===== src/rtl/core/prb_mem.sv =====
// Simple dual-port table memory: one write port, one registered read port.
// No package dependency.
module prb_mem #(
    parameter int DEPTH = 64,
    parameter int W     = 32
) (
    input  logic                     clk,
    input  logic                     we,
    input  logic [$clog2(DEPTH)-1:0] waddr,
    input  logic [W-1:0]             wdata,
    input  logic [$clog2(DEPTH)-1:0] raddr,
    output logic [W-1:0]             rdata
);
    logic [W-1:0] mem [DEPTH];

    always_ff @(posedge clk)
    begin
        if (we)
        begin
            mem[waddr] <= wdata;
        end
        rdata <= mem[raddr];
    end

endmodule


===== config.mk =====
export PLATFORM = sky130hd
export DESIGN_NAME = prb_mem
export DESIGN_NICKNAME = d
export VERILOG_FILES = /design/src/rtl/core/prb_mem.sv
export SDC_FILE = /design/constraint.sdc
export NUM_CORES = 2
export LEC_CHECK = 0
export BUFFER_PORTS_ARGS = -buffer_cell sky130_fd_sc_hd__buf_2
export CAP_MARGIN = 15
export CORE_MARGIN = 2
export CORE_UTILIZATION = 45
export DETAILED_ROUTE_END_ITERATION = 10
export PLACE_DENSITY = 0.63
export SYNTH_ARGS = -nofsm -noshare
export SYNTH_HDL_FRONTEND = slang
export SYNTH_SLANG_ARGS = --single-unit
export TNS_END_PERCENT = 10

===== constraint.sdc =====
create_clock -name clk -period 4.6 [get_ports clk]
set_input_delay 0.69 -clock clk [delete_from_list [all_inputs] [get_ports clk]]
set_output_delay 0.69 -clock clk [all_outputs]
set_load 0.03 [all_outputs]

Yosys cells after proc, flatten, opt, wreduce, memory -nomap -nowiden
Memories as Yosys holds them, arrays and structs flattened. A register that Yosys moved wholly into a read port is not among the register bits.
Index checks and enable logic that the tools add are counted.
- flip-flop bits (word level): 0
- bits in writable memories: 2048
- output and inout bits: 32
- logic and storage cells: 3
- memories: 1
- memories (name ; words ; width ; rd ports ; clocked after Yosys merged registers in ; wr ports ; RTL line ; text):
    mem ; 64 ; 32 ; 1 ; 1 ; 1 ; 14 ; logic [W-1:0] mem [DEPTH];
- muxes and demuxes: 2
- operators by type and width (cell ; number):
    1-bit two-way mux ; 2

Longest topological paths before layout
- word-level depth: 2
- gate-level depth with buffers: 10

Least setup slack after synthesis
Ideal clock, no wire load.
- kind: input-to-reg
- start point: input waddr[3]
- end point: memory mem[48][0], enable pin
- arrival time: 3389 ps
- slack: 750 ps
- cell stages on the path: 4
- buffers on the path: 1
- cell sequence: clkbuf_1 > nor2b_1 > nand4b_1 > nor3_1
- RTL lines (item ; RTL line ; text):
    start: declaration ; 9 ; input logic [$clog2(DEPTH)-1:0] waddr,
    end: declaration ; 14 ;
Straight into the memory's write port.

==> results.md <==
* Slew @ Worst Pin at 1.182 ns
* Slew HR at 0.2120
* Dpl hpwl at 111200 µm
* Crit path capture: rdata[30]$_DFF_P_
* Post-CTS Setup Bufs at 0
* TritonRoute pass-1 iters at 8
* Vias at 37090
* R2r startpoint: mem[23][30]$_DFFE_PP_
* Synth area leaders: edfxtp_1 (78%), mux4_2 (16%), mux2i_1 (1.2%), dfxtp_1 (0.82%), o22ai_1 (0.67%)
* Post-CTS Resized at 0
* Clock root cell: clkbuf_16
* Pin count of the biggest net entering global routing at 75
* F_max at 0.3377 GHz
* GPL Wtd Cong at 0.7888
* Initial DRC count at 5001
* Core area at 0.1736 mm²
* Yosys top cell by area: edfxtp_1
* Die outline area at 0.1778 mm²
* Vias per inst at 6.063
* DP Cell Count at 5720
* Final Max Tran Viols at 0
* Worst min path class: in2reg
* Avg Cell Area, Syn at 23.62 µm²
* Remaining DRCs at 0
* PortBufs at 77
* Finished Layout Cells at 6118
* Overflow after GRT at 0
* Setup crit end kind: flip-flop
* VDD IR max at 406.6 µV
* R2R Setup Slk at 2.28 ns
* Layout cells sized above 1 at 0.3100
* Initial antenna violation count at 10
* Post-DR wirelength/cell at 32.12 µm
* Crit path kind: in2reg
* Final setup skew at 0.03177 ns
* Register area share after synthesis at 0.7914
* Die Span X at 421.7 µm
* Crit. Startpoint: raddr[0]
* DIE HEIGHT at 421.7 µm
* CP arrival at 3.62 ns
* Worst EP required at 5.26 ns
* Vias in the first global route at 36930
* CP Launch Type: input port
* Final layout net count at 3659
* Min setup slack post-route at 1.639 ns
* Post-Syn Area at 0.07852 mm²
* Clock-pin slew on the worst setup and hold paths at 0.06 ns
* Gate Count Post-Synth at 3324
* Total I/O pin count at 78
* CTS tree: done
* PD cells at 438.1 mW/mm²
* Clk sink count at 2080
* Mux cell area share after synthesis at 0.1679
* FF-to-FF End: rdata[30]$_DFF_P_
* Simple-Gate Fraction of Synth Area at 0.01265
* Crit path time final at 2.961 ns
* LEAKAGE at 28.07 nW
* Finished Core Util at 0.5187
* Max-Cap Viols at 0
* Hold buffer count at cts at 0
* Status: finished, final reports clean
* Crit share post-route at 0.6438
* First-pass GRT wire length at 278400 µm
* Deepest clock path buffer count at 3
* Largest family of logic cells by synthesized area: multiplexers
* Most common cell after layout, fill and taps aside: edfxtp_1
* Layout area overhead at 14.70%
* Synth Area in Adders at 0
* Synth Area in Compound Gates at 0.01673
* CTS Buf Count at 202
* RSZ-0062 raised after global routing: false
* H-tree lvl count at 4
* Setup TNS at 0 ns
* Post-route ant nets at 0
* Clk Latency, worst-skew pair at 0.84 ns
* Most frequent cells in the layout: edfxtp_1 (2048), mux4_2 (544), clkbuf_16 (205), buf_4 (143), mux2i_1 (93)
* Setup Viol. Count Final at 0
* YS warnings at 0
* Top-area cell type share of the netlist area at 0.7833
* Post-Place Setup Slack at 0.6474 ns
* Synth Area in XOR/XNOR at 0
* R2R depth at 4
* Routed Wire Length at 196500 µm
* Syn Nets at 3370
* Total track usage at 0.2207
* CP Max Fanout at 33
* Hold Slack at 0.2238 ns
* Row count at 153
* Initial Util at 0.4522
* Yosys reg bits at 2080
* Final hold vios at 0
* Number of distinct library cells after synthesis at 34
==> report_power, final <==
group / switching (mW) / internal (mW) / leakage [nW]
Sequential: 0.0983 / 21.0 / 18.7
Clock: 7.04 / 9.33 / 3.23
Combinational: 1.25 / 0.745 / 6.14
==> worst max-delay path, stage by stage <==
cell and delay [ns]:
buf_8 0.38, buf_12 0.31, buf_4 0.32, mux4_2 0.54
mux4_2 0.57, o22ai_1 0.50, nor2_1 0.24
==> Yosys cell counts, drive strengths merged <==
master,number
buf,108
nand4,2
mux2i,93
edfxtp,2048
o32ai,4
and2,2
mux4,544
a22oi,12
nor2b,15
nand4b,1
nand3b,5
o221ai,27
or2,3
nand2,26
a21oi,62
or3,3
or3b,5
a311oi,8
dfxtp,32
nor3,7
clkbuf,74
a31oi,1
a41o,4
nand2b,8
nor2,137
o22ai,84
and3,4
nand3,5
==> how the worst min path moves through the flow <==
stage                                     start                     to  slack [ns]  cells past startpoint
after floorplan           mem[12][17]$_DFFE_PP_      rdata[17]$_DFF_P_        0.66                      4
after global placement    mem[12][17]$_DFFE_PP_      rdata[17]$_DFF_P_        0.73                      4
after detailed placement  mem[13][20]$_DFFE_PP_      rdata[20]$_DFF_P_        0.74                      4
after CTS                             wdata[14]  mem[18][14]$_DFFE_PP_        0.25                      1
after global routing                   wdata[4]   mem[33][4]$_DFFE_PP_        0.20                      1
final                                  wdata[4]   mem[32][4]$_DFFE_PP_        0.22                      1
==> cell families (layout without fill, tap and decap cells) <==
kind of cell    after synthesis  after routing
compound gates              202            202
buf+inv                     182            648
flops                      2080           2080
mux                         637            637
other cells                   0              3
simple gates                223            223
==> area by class of cell <==
type / count / area, µm²
Fill cell: 13290 / 83570
Sequential cell: 2080 / 62140
Multi-Input combinational cell: 1062 / 15970
Clock buffer: 266 / 5499
Tap cell: 2325 / 2909
Timing Repair Buffer: 267 / 2451
Clock inverter: 115 / 1082
Antenna cell: 3 / 7.507
==> state kept, by name, indices dropped and copies added (netlist names) <==
register	flops
rdata	32
mem	2048
==> routing by layer <==
layer | vias to the layer above | track usage | wire, µm
li1 | 14870 | - | -
met5 | - | 0 | 26
met1 | 20060 | 0.3249 | 80810
met3 | 302 | 0.03362 | 16800
met2 | 1853 | 0.3456 | 93440
met4 | 4 | 0.06278 | 5433
==> per-stage QoR <==
stage	cell area, µm²	power, mW
final	90060	39.46
after global routing	90050	40.51
after CTS	89750	39.69
after detailed placement	83170	23.48
after global placement	83170	23.45
after floorplan	78520	22.52
Note: power is estimated with default switching activity, not from simulation.
