===== src/rtl/core/prb_pkg.sv =====
// Shared types and constants for the packet reorder buffer.
// No dependencies; prb_cmp and the top module import this package, prb_mem does not.
package prb_pkg;

    localparam int ID_W        = 32;
    localparam int HANDLE_W    = 16;
    localparam int CTX_W       = 2;
    localparam int MAX_RESULTS = 16;
    localparam int NRES_W      = $clog2(MAX_RESULTS + 1);
    localparam int CFG_ADDR_W  = 3;
    localparam int CFG_DATA_W  = 32;

    localparam logic OP_ISSUE  = 1'b0;
    localparam logic OP_RETURN = 1'b1;

    localparam logic STATUS_RELEASED = 1'b0;
    localparam logic STATUS_DROPPED  = 1'b1;

    // register index taken from paddr[2]
    localparam logic REG_REORDER_ENABLE = 1'b0;

    typedef struct packed {
        logic                opcode;
        logic [CTX_W-1:0]    context_sel;
        logic [ID_W-1:0]     packet_id;
        logic [HANDLE_W-1:0] desc_handle;
    } item_word_t;

    typedef struct packed {
        logic [CTX_W-1:0]    out_context;
        logic [ID_W-1:0]     out_id;
        logic [HANDLE_W-1:0] out_handle;
        logic                status;
        logic                last;
    } result_word_t;

    typedef struct packed {
        logic lt;
        logic eq;
    } cmp_res_t;

endpackage


===== src/rtl/core/prb_cmp.sv =====
// Shared id comparator used by the min search and the match check.
// Depends on prb_pkg.
module prb_cmp (
    input  logic [prb_pkg::ID_W-1:0] a,
    input  logic [prb_pkg::ID_W-1:0] b,
    output prb_pkg::cmp_res_t        res
);
    import prb_pkg::*;

    assign res.lt = (a < b);
    assign res.eq = (a == b);

endmodule


===== config.mk =====
export PLATFORM = sky130hd
export DESIGN_NAME = prb_cmp
export DESIGN_NICKNAME = d
export VERILOG_FILES = /design/src/rtl/core/prb_pkg.sv /design/src/rtl/core/prb_cmp.sv
export SDC_FILE = /design/constraint.sdc
export NUM_CORES = 1
export LEC_CHECK = 0
export BUFFER_PORTS_ARGS = -buffer_cell sky130_fd_sc_hd__buf_4
export CORE_MARGIN = 3
export CORE_UTILIZATION = 45
export DETAILED_ROUTE_END_ITERATION = 10
export PLACE_DENSITY = 0.91
export REMOVE_ABC_BUFFERS = 1
export SKIP_LAST_GASP = 1
export SYNTH_ARGS = -nofsm -noshare
export SYNTH_HDL_FRONTEND = slang
export SYNTH_SLANG_ARGS = --single-unit

===== constraint.sdc =====
create_clock -name vclk -period 3.71
set_input_delay 0.742 -clock vclk [all_inputs]
set_output_delay 0.742 -clock vclk [all_outputs]
set_load 0.01 [all_outputs]

==> Word-level counts from Yosys, hierarchy flattened <==
Index checks and enable logic that the tools add are counted.
{ "word_totals": {"ff_bits": 0, "out_inout_bits": 2, "word_cells": 2} }
{ "op_classes": {"magnitude_cmp": 1, "eq_ne": 1} }
{ "op_table": {"columns": ["cell", "n"], "rows": [
  ["$eq 32x32->1", 1],
  ["$lt 32x32->1", 1]
]} }

==> Longest topological paths before layout <==
{ "depth": {"ltp_word": 1, "mapped_depth": 7, "depth_no_buf": 7} }

==> Least setup slack after synthesis <==
No wires, ideal clock.
{ "synth_path": {"kind": "input-to-output", "startpoint": "input b[13] (netlist bit)", "endpoint": "output res[1] (netlist bit)", "n_path_buf": 0, "path_slack_ns": 0.549, "cell_stages": 7, "t_arrival_ns": 2.419, "required_ns": 2.968, "path_cell_list": "inv_1 -> ha_1 -> a21oi_1 -> nor2_1 -> a211o_1 -> or4b_1 -> a2111oi_2"} }
{ "synth_lines": {"columns": ["item", "line", "rtl"], "rows": [
  ["start, declared", "prb_cmp.sv:5", "input logic [prb_pkg::ID_W-1:0] b,"],
  ["end, declared", "prb_cmp.sv:6", "output prb_pkg::cmp_res_t res"]
]} }

==> summary.md <==
| Metric | Value |
|---|---|
| Arrival time of the worst setup path | `2640 ps` |
| DR vias/cell | `roughly 5.0` |
| Syn Inst Count | `approximately 120` |
| PostCTS Resize Cnt | `0` |
| CP max-delay cell | `or4b_1` |
| Fin crit period | `approximately 3400 ps` |
| Layout Nets | `approximately 280` |
| DIE AREA | `2340 µm²` |
| Least-Margin Pin Slew | `401 ps` |
| Core Region | `roughly 1600 µm²` |
| Register area | `0 µm²` |
| Detailed Place HPWL | `2150 µm` |
| Post-synthesis sequential area ratio | `0%` |
| Pwr Total | `0.127 mW` |
| Row cnt | `14` |
| Final hold viol count | `0` |
| Worst-path maximum fanout | `2` |
| Max Fclk | `295 MHz` |
| Final Core Density | `83.7%` |
| 1st-iter DRT viols | `2` |
| CP Data Required Time | `between 2000 and 3000 ps` |
| Final non-filler cell area | `about 1300 µm²` |
| Max incr delay on CP | `520 ps` |
| Area taken by multi-input logic gates | `688 µm²` |
| Slew HR | `roughly 73%` |
| Post-route ant nets | `0` |
| Place WS | `334 ps` |
| Critical path class | `primary input to primary output` |
| Routed wire length | `2190 µm` |
| Post-synth top area cell | `ha_1` |
| NetSw | `0.0498 mW` |
| Peak VDD IR | `0.0000586 V` |
| P_leak | `0.827 nW` |
| Cell Pwr Density | `95.4 nW/µm²` |
| Worst Setup Start Kind | `primary input` |
| Fillers | `104` |
| Avg Cell Area, Syn | `7.03 µm²` |
| Synth area leaders | `ha_1 50%, inv_1 15%, a21oi_1 6.8%` |
| Clock buffers | `0` |
| Status | `complete, no violations` |
| Initial Util | `50.7%` |
| Max-cap violations | `0` |
| Slew Viols, Final | `0` |
| Initial antenna violation count | `0` |
| IO Pins | `66` |
| Period utilization | `91.2%` |
| Clock network fraction of design power | `0%` |
| Worst hold path class | `primary input to primary output` |
| Total global-route track usage | `between 10% and 20%` |
| First-pass GRT wire length | `3950 µm` |
| Hold slack | `1890 ps` |
| Comb pwr share | `100.0%` |
| 1st-pass router iterations | `2` |
| Vias in the first global route | `roughly 1100` |
| Critical-path cell list | `buf_4, ha_1, a21oi_1, nor2_1, a211o_1, or4b_1, a2111oi_2, buf_4` |
| Setup Viol. Count Final | `0` |
| Netlist cell types | `22` |
| Residual DRC | `0` |
| Pin count of the biggest net entering global routing | `4` |
| Setup TNS | `0 ps` |
| RSZ-0062 raised after global routing | `no` |
| Wire per inst | `10.7 µm` |
| Sw frac | `39.1%` |
| Die span in x | `48.4 µm` |
| Hold Buf Count CTS | `0` |
| CP most frequent cell | `buf_4` |
| Layout area overhead | `65.0%` |
| Height of the chip | `48.4 µm` |
| Layout cells sized above 1 | `a little under two fifths` |
| # diodes | `0` |
| Grt ovf | `0` |
| GP Congestion | `between 0.7 and 0.8` |
| Post-CTS setup buffers | `0` |
| Placed Area | `1330 µm²` |
| Setup slack after layout | `325 ps` |
| Post-synth top area share | `49.5%` |
| Warnings from Yosys | `0` |
| IO Port Bufs | `66` |
| Part of the power in registers | `0%` |
| Power Internal | `0.0775 mW` |
| Post-Syn Area | `808 µm²` |
| Placed cells | `205` |
| Count of non-filler cells in the finished layout | `205` |
| Setup crit end kind | `primary output` |
| Num sequential | `0` |
| Via Count | `1017` |
-- cells by family (layout without fill, tap and decap cells) --
logic type	count (synthesis)	count (layout)	synth area share [%]
and+or+nand+nor	29	29	18.6
adders and majority gates	32	32	49.5
buffers and inverters	32	98	14.9
AOI/OAI and AO/OA	22	22	17.0
-- path summary, 6_finish.rpt --
kind / startpoint / slack [ps] / cells after the start / endpoint
worst max-delay path: a[13] / 320 / 8 / res[1]
worst min-delay path: a[31] / 1890 / 4 / res[1]
-- metal layers --
metal	routed length [µm]	vias to the layer above	global-route usage [%]
met5	0	-	0
met4	16	0	2.37
met3	177	2	3.37
met2	1240	37	43.1
met1	757	451	18.3
li1	-	527	-
-- power by group through the flow --
stage | combinational, mW | sequential, mW | clock (mW)
CTS | 0.129 | 0 | 0
global placement | 0.121 | 0 | 0
floorplan | 0.0593 | 0 | 0
global route | 0.148 | 0 | 0
detailed placement | 0.128 | 0 | 0
finish | 0.127 | 0 | 0
-- synth_stat cells, drive strengths merged --
cell type  instances
or3                1
nor2b              2
a2111oi            1
a221oi             1
and4               2
ha                32
inv               32
o211ai             1
nand2             10
a211o              1
o21ai              4
nor2               6
nand3              2
or4b               1
nor4               1
a21oi             11
a21boi             1
a211oi             1
a21o               1
nand4              4
-- worst max-delay path: cells and delay by family --
family,cells,cell delay [ps]
adder cells (fa/ha/maj),1,300
AO/OA/AOI/OAI,3,730
buffers and inverters,2,290
AND/OR/NAND/NOR,2,580
-- area by class of cell --
class	count	share of cell area, %
Timing Repair Buffer	66	37.1
Multi-Input combinational cell	83	51.6
Inverter	32	9.01
Tap cell	24	2.25
-- cells in the final DEF, fill, tap and decap left out, types with 2 or more instances in the layout --
master | Yosys | routed
nand4_1 | 4 | 4
nand2_1 | 9 | 9
inv_1 | 32 | 32
buf_4 | 0 | 66
nor2b_1 | 2 | 2
ha_1 | 32 | 32
and4_1 | 2 | 2
nand3_1 | 2 | 2
o21ai_0 | 3 | 3
a21oi_1 | 11 | 11
nor2_1 | 6 | 6
(Power assumes the default switching activity.)
